===== config.mk =====
export PLATFORM = sky130hd
export DESIGN_NAME = single_wire_sensor_frame_decoder_core
export DESIGN_NICKNAME = d
export VERILOG_FILES = /design/src/rtl/core/swsfd_pkg.sv /design/src/rtl/core/swsfd_cfg_regs.sv /design/src/rtl/core/swsfd_classify.sv /design/src/rtl/core/swsfd_decode.sv /design/src/rtl/core/single_wire_sensor_frame_decoder_core.sv
export VERILOG_INCLUDE_DIRS = /design/src /design/src/rtl/core
export SDC_FILE = /design/constraint.sdc
export NUM_CORES = 1
export LEC_CHECK = 0
export BUFFER_PORTS_ARGS = -buffer_cell sky130_fd_sc_hd__clkbuf_2
export CAP_MARGIN = 20
export CORE_MARGIN = 5
export CORE_UTILIZATION = 65
export DETAILED_ROUTE_END_ITERATION = 10
export GPL_ROUTABILITY_DRIVEN = 1
export HOLD_SLACK_MARGIN = 0.1
export PLACE_DENSITY = 0.89
export SLEW_MARGIN = 20
export SYNTH_ARGS = -nofsm -noshare
export SYNTH_HDL_FRONTEND = slang
export SYNTH_SLANG_ARGS = --single-unit

===== constraint.sdc =====
create_clock -name clk_i -period 15.83 [get_ports clk_i]
set_input_delay 2.3745 -clock clk_i [delete_from_list [all_inputs] [get_ports clk_i]]
set_output_delay 2.3745 -clock clk_i [all_outputs]
set_load 0.005 [all_outputs]

===== src/rtl/core/single_wire_sensor_frame_decoder_core_defines.svh =====
// ----------------------------------------------------------------------------
// single wire sensor frame decoder assertion macros
// shared assertion wrappers, clocked on clk_i and disabled in reset
// ----------------------------------------------------------------------------
`ifndef SINGLE_WIRE_SENSOR_FRAME_DECODER_CORE_DEFINES_SVH
`define SINGLE_WIRE_SENSOR_FRAME_DECODER_CORE_DEFINES_SVH

// same-cycle implication
`define SWSFD_ASSERT_IMPL(lbl, ante, cons, msg) \
  lbl: assert property (@(posedge clk_i) disable iff (!rst_ni) (ante) |-> (cons)) \
    else $error(msg);

// next-cycle implication
`define SWSFD_ASSERT_NEXT(lbl, ante, cons, msg) \
  lbl: assert property (@(posedge clk_i) disable iff (!rst_ni) (ante) |=> (cons)) \
    else $error(msg);

`endif


===== src/rtl/core/swsfd_pkg.sv =====
// ----------------------------------------------------------------------------
// swsfd_pkg
// types, constants and helpers of the single wire sensor frame decoder
// ----------------------------------------------------------------------------
package swsfd_pkg;

  localparam int unsigned CaptureWidth  = 16;
  localparam int unsigned ErrorWidth    = 16;
  localparam int unsigned CfgWidth      = 16;
  localparam int unsigned CfgIndexWidth = 3;
  localparam int unsigned FrameBits     = 40;
  localparam int unsigned BitCountWidth = 6;

  // register indexes
  localparam logic [CfgIndexWidth-1:0] CfgStartMin = 3'd0;
  localparam logic [CfgIndexWidth-1:0] CfgStartMax = 3'd1;
  localparam logic [CfgIndexWidth-1:0] CfgLowMin   = 3'd2;
  localparam logic [CfgIndexWidth-1:0] CfgLowMax   = 3'd3;
  localparam logic [CfgIndexWidth-1:0] CfgOneMin   = 3'd4;

  // register reset values, timer ticks
  localparam logic [CfgWidth-1:0] StartMinRst = 16'd70;
  localparam logic [CfgWidth-1:0] StartMaxRst = 16'd95;
  localparam logic [CfgWidth-1:0] LowMinRst   = 16'd40;
  localparam logic [CfgWidth-1:0] LowMaxRst   = 16'd65;
  localparam logic [CfgWidth-1:0] OneMinRst   = 16'd50;

  typedef enum logic [1:0] {
    PhSearch = 2'd0,
    PhLow    = 2'd1,
    PhHigh   = 2'd2,
    PhDone   = 2'd3
  } phase_e;

  typedef enum logic [1:0] {
    StValid    = 2'd0,
    StNoStart  = 2'd1,
    StChecksum = 2'd2,
    StTrunc    = 2'd3
  } status_e;

  typedef struct packed {
    logic [CfgWidth-1:0] start_min;
    logic [CfgWidth-1:0] start_max;
    logic [CfgWidth-1:0] low_min;
    logic [CfgWidth-1:0] low_max;
    logic [CfgWidth-1:0] one_min;
  } cfg_t;

  typedef struct packed {
    logic [CaptureWidth-1:0] capture_time;
    logic                    frame_first;
    logic                    frame_last;
  } in_item_t;

  typedef struct packed {
    logic [7:0]            humidity_high;
    logic [7:0]            humidity_low;
    logic [7:0]            temperature_high;
    logic [7:0]            temperature_low;
    logic [7:0]            received_sum;
    status_e               frame_status;
    logic [ErrorWidth-1:0] error_total;
  } out_item_t;

  // interval classification against the timing windows
  typedef struct packed {
    logic start_hit;
    logic low_hit;
    logic one_hit;
  } ivl_flags_t;

  // checksum of the four data bytes, modulo 256
  function automatic logic [7:0] byte_sum(input logic [7:0] b0, input logic [7:0] b1,
                                          input logic [7:0] b2, input logic [7:0] b3);
    byte_sum = b0 + b1 + b2 + b3;
  endfunction

endpackage


===== src/rtl/core/swsfd_cfg_regs.sv =====
// ----------------------------------------------------------------------------
// swsfd_cfg_regs
// timing window registers, written through the configuration channel
// ----------------------------------------------------------------------------
module swsfd_cfg_regs
  import swsfd_pkg::*;
(
  input  logic                     clk_i,
  input  logic                     rst_ni,
  input  logic                     cfg_valid_i,
  input  logic [CfgIndexWidth-1:0] cfg_index_i,
  input  logic [CfgWidth-1:0]      cfg_data_i,
  output cfg_t                     cfg_o
);

  cfg_t cfg_q, cfg_d;

  always_comb begin
    cfg_d = cfg_q;
    if (cfg_valid_i) begin
      unique case (cfg_index_i)
        CfgStartMin: cfg_d.start_min = cfg_data_i;
        CfgStartMax: cfg_d.start_max = cfg_data_i;
        CfgLowMin:   cfg_d.low_min   = cfg_data_i;
        CfgLowMax:   cfg_d.low_max   = cfg_data_i;
        CfgOneMin:   cfg_d.one_min   = cfg_data_i;
        default: ;  // unmapped index, write dropped
      endcase
    end
  end

  always_ff @(posedge clk_i or negedge rst_ni) begin
    if (!rst_ni) begin
      cfg_q.start_min <= StartMinRst;
      cfg_q.start_max <= StartMaxRst;
      cfg_q.low_min   <= LowMinRst;
      cfg_q.low_max   <= LowMaxRst;
      cfg_q.one_min   <= OneMinRst;
    end else begin
      cfg_q <= cfg_d;
    end
  end

  assign cfg_o = cfg_q;

endmodule


===== src/rtl/core/swsfd_classify.sv =====
// ----------------------------------------------------------------------------
// swsfd_classify
// turns a capture into an interval and checks it against the windows
// ----------------------------------------------------------------------------
module swsfd_classify
  import swsfd_pkg::*;
(
  input  logic       clk_i,
  input  logic       rst_ni,
  input  logic       advance_i,
  input  in_item_t   item_i,
  input  cfg_t       cfg_i,
  output ivl_flags_t flags_o
);

  logic [CaptureWidth-1:0] prev_time_q;
  logic [CaptureWidth-1:0] interval;

  // wraps modulo the timer width
  assign interval = item_i.frame_first ? item_i.capture_time
                                       : item_i.capture_time - prev_time_q;

  assign flags_o.start_hit = (interval > cfg_i.start_min) && (interval < cfg_i.start_max);
  assign flags_o.low_hit   = (interval >= cfg_i.low_min) && (interval <= cfg_i.low_max);
  assign flags_o.one_hit   = (interval >= cfg_i.one_min);

  always_ff @(posedge clk_i or negedge rst_ni) begin
    if (!rst_ni) begin
      prev_time_q <= '0;
    end else if (advance_i) begin
      prev_time_q <= item_i.capture_time;
    end
  end

endmodule


===== src/rtl/core/swsfd_decode.sv =====
// ----------------------------------------------------------------------------
// swsfd_decode
// frame state machine, bit shifter, checksum and result register
// ----------------------------------------------------------------------------
module swsfd_decode
  import swsfd_pkg::*;
(
  input  logic       clk_i,
  input  logic       rst_ni,
  input  logic       advance_i,
  input  in_item_t   item_i,
  input  ivl_flags_t flags_i,
  input  logic       out_ready_i,
  output logic       out_valid_o,
  output out_item_t  out_data_o
);

  phase_e                  phase_q, phase_d, phase_c;
  logic                    start_seen_q, start_seen_d, start_seen_c;
  logic                    low_valid_q, low_valid_d, low_valid_c;
  logic [BitCountWidth-1:0] bit_count_q, bit_count_d, bit_count_c;
  logic [FrameBits-1:0]    data_q, data_d, data_c;
  logic [ErrorWidth-1:0]   fail_q, fail_d;
  logic                    fail_inc;
  logic                    emit;
  logic                    with_bytes;
  status_e                 status;
  logic                    out_valid_q;
  out_item_t               out_q, out_d;

  // a new frame restarts the decode state before this capture is used
  always_comb begin
    if (item_i.frame_first) begin
      phase_c      = PhSearch;
      start_seen_c = 1'b0;
      low_valid_c  = 1'b0;
      bit_count_c  = '0;
      data_c       = '0;
    end else begin
      phase_c      = phase_q;
      start_seen_c = start_seen_q;
      low_valid_c  = low_valid_q;
      bit_count_c  = bit_count_q;
      data_c       = data_q;
    end
  end

  // next state
  always_comb begin
    phase_d      = phase_c;
    start_seen_d = start_seen_c;
    low_valid_d  = low_valid_c;
    bit_count_d  = bit_count_c;
    data_d       = data_c;
    fail_inc     = 1'b0;
    emit         = 1'b0;
    with_bytes   = 1'b0;
    status       = StValid;

    unique case (phase_c)
      PhSearch: begin
        if (flags_i.start_hit) begin
          if (start_seen_c) begin
            phase_d      = PhLow;
            start_seen_d = 1'b0;
          end else begin
            start_seen_d = 1'b1;
          end
        end else begin
          start_seen_d = 1'b0;
        end
      end
      PhLow: begin
        low_valid_d = flags_i.low_hit;
        phase_d     = PhHigh;
      end
      PhHigh: begin
        phase_d     = PhLow;
        low_valid_d = 1'b0;
        if (low_valid_c) begin
          data_d      = {data_c[FrameBits-2:0], flags_i.one_hit};
          bit_count_d = bit_count_c + 1'b1;
          if (bit_count_c == BitCountWidth'(FrameBits - 1)) begin
            emit       = 1'b1;
            with_bytes = 1'b1;
            phase_d    = PhDone;
            if (byte_sum(data_d[39:32], data_d[31:24], data_d[23:16], data_d[15:8])
                == data_d[7:0]) begin
              status = StValid;
            end else begin
              status   = StChecksum;
              fail_inc = 1'b1;
            end
          end
        end
      end
      PhDone: ;  // captures ignored until the next frame start
      default: ;
    endcase

    // frame end before a complete word
    if (item_i.frame_last && (phase_c != PhDone) && !emit) begin
      emit         = 1'b1;
      start_seen_d = 1'b0;
      low_valid_d  = 1'b0;
      if (phase_d == PhSearch) begin
        status = StNoStart;
      end else begin
        status   = StTrunc;
        fail_inc = 1'b1;
      end
      phase_d = PhDone;
    end

    fail_d = (fail_inc && (fail_q != '1)) ? fail_q + 1'b1 : fail_q;
  end

  // result fields
  always_comb begin
    out_d.humidity_high    = with_bytes ? data_d[39:32] : 8'h00;
    out_d.humidity_low     = with_bytes ? data_d[31:24] : 8'h00;
    out_d.temperature_high = with_bytes ? data_d[23:16] : 8'h00;
    out_d.temperature_low  = with_bytes ? data_d[15:8]  : 8'h00;
    out_d.received_sum     = with_bytes ? data_d[7:0]   : 8'h00;
    out_d.frame_status     = status;
    out_d.error_total      = fail_d;
  end

  always_ff @(posedge clk_i or negedge rst_ni) begin
    if (!rst_ni) begin
      phase_q      <= PhSearch;
      start_seen_q <= 1'b0;
      low_valid_q  <= 1'b0;
      bit_count_q  <= '0;
      data_q       <= '0;
      fail_q       <= '0;
      out_valid_q  <= 1'b0;
    end else if (advance_i) begin
      phase_q      <= phase_d;
      start_seen_q <= start_seen_d;
      low_valid_q  <= low_valid_d;
      bit_count_q  <= bit_count_d;
      data_q       <= data_d;
      fail_q       <= fail_d;
      out_valid_q  <= emit;
    end else if (out_ready_i) begin
      out_valid_q <= 1'b0;
    end
  end

  always_ff @(posedge clk_i) begin
    if (advance_i && emit) begin
      out_q <= out_d;
    end
  end

  assign out_valid_o = out_valid_q;
  assign out_data_o  = out_q;

endmodule


===== src/rtl/core/single_wire_sensor_frame_decoder_core.sv =====
// ----------------------------------------------------------------------------
// single_wire_sensor_frame_decoder_core
// decodes the edge captures of a 40 bit pulse width sensor frame
// ----------------------------------------------------------------------------
// result path: the capture ending the frame passes the input register, then the
//   result register
// throughput: one capture per cycle unless a result waits unread, set by the single pass decode between them
// reset: asynchronous, clears frame state and error count, loads window defaults
`include "single_wire_sensor_frame_decoder_core_defines.svh"

module single_wire_sensor_frame_decoder_core
  import swsfd_pkg::*;
(
  input  logic                     clk_i,
  input  logic                     rst_ni,
  input  logic                     in_valid_i,
  output logic                     in_ready_o,
  input  in_item_t                 in_data_i,
  output logic                     out_valid_o,
  input  logic                     out_ready_i,
  output out_item_t                out_data_o,
  input  logic                     cfg_valid_i,
  output logic                     cfg_ready_o,
  input  logic [CfgIndexWidth-1:0] cfg_index_i,
  input  logic [CfgWidth-1:0]      cfg_data_i
);

  logic       s1_valid_q;
  in_item_t   s1_data_q;
  logic       advance;
  cfg_t       cfg;
  ivl_flags_t flags;
  logic [7:0] out_sum;

  // the held capture moves on whenever the result register can take it
  assign advance     = s1_valid_q && (!out_valid_o || out_ready_i);
  assign in_ready_o  = !s1_valid_q || advance;
  assign cfg_ready_o = 1'b1;

  always_ff @(posedge clk_i or negedge rst_ni) begin
    if (!rst_ni) begin
      s1_valid_q <= 1'b0;
    end else if (in_valid_i && in_ready_o) begin
      s1_valid_q <= 1'b1;
    end else if (advance) begin
      s1_valid_q <= 1'b0;
    end
  end

  always_ff @(posedge clk_i) begin
    if (in_valid_i && in_ready_o) begin
      s1_data_q <= in_data_i;
    end
  end

  swsfd_cfg_regs u_cfg_regs (
    .clk_i       (clk_i),
    .rst_ni      (rst_ni),
    .cfg_valid_i (cfg_valid_i),
    .cfg_index_i (cfg_index_i),
    .cfg_data_i  (cfg_data_i),
    .cfg_o       (cfg)
  );

  swsfd_classify u_classify (
    .clk_i     (clk_i),
    .rst_ni    (rst_ni),
    .advance_i (advance),
    .item_i    (s1_data_q),
    .cfg_i     (cfg),
    .flags_o   (flags)
  );

  swsfd_decode u_decode (
    .clk_i       (clk_i),
    .rst_ni      (rst_ni),
    .advance_i   (advance),
    .item_i      (s1_data_q),
    .flags_i     (flags),
    .out_ready_i (out_ready_i),
    .out_valid_o (out_valid_o),
    .out_data_o  (out_data_o)
  );

  assign out_sum = byte_sum(out_data_o.humidity_high, out_data_o.humidity_low,
                            out_data_o.temperature_high, out_data_o.temperature_low);

  `SWSFD_ASSERT_IMPL(a_valid_sum_matches, out_valid_o && (out_data_o.frame_status == StValid), out_sum == out_data_o.received_sum, "valid frame with bad checksum")

  `SWSFD_ASSERT_IMPL(a_no_bytes_on_abort, out_valid_o && ((out_data_o.frame_status == StNoStart) || (out_data_o.frame_status == StTrunc)), (out_data_o.humidity_high == 8'h00) && (out_data_o.humidity_low == 8'h00) && (out_data_o.temperature_high == 8'h00) && (out_data_o.temperature_low == 8'h00) && (out_data_o.received_sum == 8'h00), "aborted frame carries data bytes")

  `SWSFD_ASSERT_IMPL(a_stall_only_when_full, !in_ready_o, s1_valid_q && out_valid_o && !out_ready_i, "input stalled without a blocked result")

  `SWSFD_ASSERT_NEXT(a_taken_result_clears, out_valid_o && out_ready_i && !advance, !out_valid_o, "result delivered twice")

endmodule


==> impl_table.tex <==
\begin{tabular}{lr}
\hline
Metric & Value \\
\hline
\multicolumn{2}{l}{\textbf{CTS}} \\
\quad CTS H-tree depth & 1 \\
\quad TritonCTS clock tree & yes \\
\quad Cell chosen for the clock root & clkbuf\_16 \\
\quad Clock tree buffer depth & 3 \\
\quad Post-CTS setup-driven buffer insertion count & 0 \\
\quad Clock-pin slew on the worst setup and hold paths & about 0.060 ns \\
\quad Count of hold-fix buffers inserted at cts & 0 \\
\quad Resized Gates After CTS & 0 \\
\quad Clock latency at the later pin of the worst-skew pair & $\sim$0.53 ns \\
\quad Number of buffers created by CTS & 24 \\
\quad Clock sink count & 239 \\
\multicolumn{2}{l}{\textbf{Timing}} \\
\quad RSZ-0062 raised after global routing & false \\
\quad Period Utilization, post-route & 0.396 \\
\quad Final critical-path setup slack & 9.56 ns \\
\quad Final count of pins violating max slew & 0 \\
\quad Min Clock Period, post-route & 6.27 ns \\
\quad Setup violators final & 0 \\
\quad Setup TNS & 0 ns \\
\quad Skew final & 0.0215 ns \\
\quad Slew at the pin with the worst max-slew slack & around 1.1 ns \\
\quad Hold Fails Final Rpt & 0 \\
\quad Achievable clock frequency & between 150 and 200 MHz \\
\quad Normalized max-slew margin & 0.263 \\
\multicolumn{2}{l}{\textbf{Hold path}} \\
\quad Launch point of the worst hold path & u\_cfg\_regs.cfg\_o[25] \\
\quad Min-Delay Path Class & reg -> reg \\
\quad Worst Hold Path EP & u\_cfg\_regs.cfg\_o[25] \\
\quad Cells on Worst Hold Path & 1 \\
\multicolumn{2}{l}{\textbf{Critical path}} \\
\quad Setup slack, reg-to-reg & 9.56 ns \\
\quad Kind of start point of the critical path & flop \\
\quad Slowest library cell on the worst path & nor3\_4 \\
\quad Category of the critical setup timing path & reg -> reg \\
\quad Largest fanout of any net on the critical path & 27 \\
\quad Worst reg-to-reg path cell count & 20 \\
\quad Data arrival at the endpoint of the critical path & approximately 6.6 ns \\
\quad End of the worst register-to-register path & u\_decode.out\_data\_o[15] \\
\quad Kind of end point of the critical path & flop \\
\quad Reg-to-reg critical path startpoint & s1\_data\_q[3] \\
\quad Buf/Inv on CP & 0 \\
\quad Data required time at the worst endpoint & 16.11 ns \\
\quad Crit-path cells & ha\_1 -> nor2b\_1 -> o31a\_1 -> o41ai\_1 -> a21oi\_1 -> a41oi\_1 -> a21oi\_1 -> a41oi\_1 -> o21ai\_0 -> xor2\_1 -> ha\_1 -> nand3\_2 -> or4\_4 -> a21oi\_2 -> o311ai\_1 -> a211o\_1 -> and2\_4 -> nor3\_4 -> nand3\_1 -> xnor2\_1 \\
\quad Cell type group with the largest total delay on the critical path & compound AO/OA/AOI/OAI gates \\
\quad Maximum cell stage delay along the critical path & 0.85 ns \\
\multicolumn{2}{l}{\textbf{Placed design}} \\
\quad \# port buffers & $\sim$100 \\
\quad Worst setup slack after placement & 9.69 ns \\
\quad Final weighted congestion in routability-driven placement & $\sim$0.96 \\
\quad Placed Cells & between 1,500 and 2,000 \\
\quad Sum of net half-perimeters after detailed placement & between 20 and 25 mm \\
\multicolumn{2}{l}{\textbf{Layout}} \\
\quad Final standard cell count with taps included and fillers excluded & $\sim$1,600 \\
\quad Layout-stage area growth over the synthesis result & 12.1\% \\
\quad Number of nets in the final layout & between 1,000 and 1,500 \\
\quad Filler cell count & 1,325 \\
\quad Ratio of cells with drive above 1 in the final layout & 0.166 \\
\multicolumn{2}{l}{\textbf{Synthesis}} \\
\quad Syn Inst Count & between 1,000 and 1,500 \\
\quad Net count after synthesis & 1,391 \\
\quad Post-synthesis average cell area & about 11 µm² \\
\quad Number of enable flip-flop cells after synthesis & 76 \\
\quad Sequential fraction of the synthesis area & 0.489 \\
\quad Prevailing post-synth register cell & dfrtp\_1 \\
\quad Synth Warn \# & 0 \\
\quad Cell area after synthesis & roughly 13,000 µm² \\
\quad Share of synthesized registers carrying an async set or reset & 0.682 \\
\quad Yosys reg bits & about 240 \\
\quad Count of unique library cells instantiated by Yosys & between 70 and 80 \\
\multicolumn{2}{l}{\textbf{Drt}} \\
\quad Routed WL & 29.0 mm \\
\quad Number of routed nets with antenna violations & 0 \\
\quad DRC viols & 0 \\
\quad Number of DRC markers after the initial detailed-route iteration & about 620 \\
\quad Detailed Routing Iterations Pass 1 & 5 \\
\quad DR WL/cell & 18.2 µm \\
\quad Routed via count & $\sim$9,600 \\
\quad Via-per-instance ratio & approximately 6 \\
\multicolumn{2}{l}{\textbf{Die}} \\
\quad Initial cell density of the core & 0.665 \\
\quad Standard cell core area & around 20,000 µm² \\
\quad Die Y & between 150 and 200 µm \\
\quad Number of placement rows & 51 \\
\quad Number of ports placed on the die boundary & between 100 and 150 \\
\quad Horizontal die dimension & approximately 150 µm \\
\quad Die area & about 23,000 µm² \\
\multicolumn{2}{l}{\textbf{GRT}} \\
\quad Global routing usage summed across all routing layers & 0.258 \\
\quad Number of global-route vias before repair & around 9,600 \\
\quad Maximum number of pins on one net before global-route repair & slightly below 90 \\
\quad Global route total overflow & 0 \\
\quad First-pass GRT wire length & between 40 and 50 mm \\
\quad Number of antenna violations at the first check in global routing & 1 \\
\multicolumn{2}{l}{\textbf{Status}} \\
\quad Result of the run & finished, final reports clean \\
\multicolumn{2}{l}{\textbf{Power}} \\
\quad Total leakage power & around 6.7 nW \\
\quad Final Total Pwr & approximately 1.8 mW \\
\quad Max rail drop VDD & approximately 0.099 mV \\
\quad Power per cell area & between 100 and 150 nW/µm² \\
\multicolumn{2}{l}{\textbf{Run}} \\
\quad Count of max-cap constraint violations & 0 \\
\hline
\end{tabular}
[flip-flops by register name, indices dropped and copies added (netlist names)]
| register | cells |
|---|---|
| s1_valid_q | 1 |
| u_decode.bit_count_q | 6 |
| u_decode.start_seen_q | 1 |
| u_classify.prev_time_q | 16 |
| u_decode.low_valid_q | 1 |
| s1_data_q | 18 |
| u_decode.fail_q | 16 |
| u_cfg_regs.cfg_o | 80 |
| u_decode.out_valid_o | 1 |
| u_decode.data_q | 39 |
| u_decode.out_data_o | 58 |
| u_decode.phase_q | 2 |
[metrics by stage]
| stage | cell area, µm² | utilization | hold slack [ns] |
|---|---|---|---|
| after floorplan | 13100 | - | 0.454 |
| after global placement | 13800 | 0.701 | 0.475 |
| after detailed placement | 13800 | 0.701 | 0.493 |
| after CTS | 14600 | 0.745 | 0.506 |
| after global routing | 14600 | 0.745 | 0.518 |
| final | 14600 | 0.745 | 0.506 |
[cell usage in the layout, fill, tap and decap left out, types with 5 or more instances in the layout]
cell and n:
dfrtp_1 147, nand2_1 127, o21ai_0 121, ha_1 108
inv_1 105, clkbuf_2 100, edfxtp_1 76, nor2b_1 45
a21oi_1 41, a22o_1 40, xnor2_1 38, and4_1 31
nor2_1 30, nand3_1 27, mux2_2 25, clkbuf_16 24
nor3_1 18, dfstp_2 16, and2_1 15, fa_1 15
nand4_1 13, a21o_1 12, buf_4 11, nand2b_1 10
and3_1 9, xor2_1 9, o21a_1 7, a211o_1 6
a211oi_1 6, o211ai_1 5, bufinv_16 5
[power breakdown]
| group | total, mW | internal (mW) | switching, mW |
|---|---|---|---|
| Sequential | 0.759 | 0.723 | 0.0354 |
| Combinational | 0.464 | 0.185 | 0.279 |
| Clock | 0.610 | 0.371 | 0.240 |
[cells by family (layout without fill, tap and decap cells)]
group	after synthesis	count (layout)	share of synthesized area
and+or+nand+nor	356	356	0.148
muxes	32	32	0.0272
xor gates and xnor gates	48	48	0.0332
adders and majority gates	123	123	0.126
buffers and inverters	160	262	0.0485
AOI/OAI and AO/OA	267	267	0.128
other	1	2	0.000287
DFF	239	239	0.489
[metal layers]
metal | global-route usage | vias to the layer above | wire length (µm)
li1 | - | 4490 | -
met1 | 0.335 | 4674 | 11700
met2 | 0.451 | 338 | 14600
met3 | 0.0324 | 64 | 1760
met4 | 0.0894 | 0 | 888
met5 | 0 | - | 0
[synth_stat cells (27+ instances only)]
cell | n | area [µm²]
a22o_1 | 40 | 350
inv_1 | 105 | 394
a21oi_1 | 41 | 205
edfxtp_1 | 76 | 2280
o21ai_0 | 121 | 606
xnor2_1 | 38 | 333
nor2b_1 | 45 | 282
nor2_1 | 31 | 116
nand2_1 | 127 | 477
dfrtp_1 | 147 | 3680
nand3_1 | 27 | 135
ha_1 | 108 | 1350
clkbuf_1 | 43 | 161
and4_1 | 31 | 272
[cell type report]
cell class                 instances  area [µm²]  share of cell area
clock inverter                    15         218              0.0149
inverter                         106         398              0.0272
sequential                       239        6380               0.436
clock buffer                      29         639              0.0437
timing repair buffer             112         594              0.0406
multi-input combinational        827        6070               0.415
tap                              265         332              0.0227
antenna                            1        2.50            0.000171
[worst max-delay path by stage]
| stage | cells after the start | endpoint | start |
|---|---|---|---|
| 4_1_cts | 20 | u_decode.out_data_o[15] | s1_data_q[3] |
| 6_report | 20 | u_decode.out_data_o[15] | s1_data_q[3] |
| 5_1_grt | 22 | u_decode.out_data_o[15] | s1_data_q[2] |
| 3_5_place_dp | 22 | u_decode.out_data_o[11] | s1_data_q[2] |
| 3_3_place_gp | 19 | u_decode.out_data_o[1] | s1_data_q[3] |
| 2_1_floorplan | 5 | u_decode.out_data_o[0] | out_ready_i |
(Power assumes the default switching activity.)
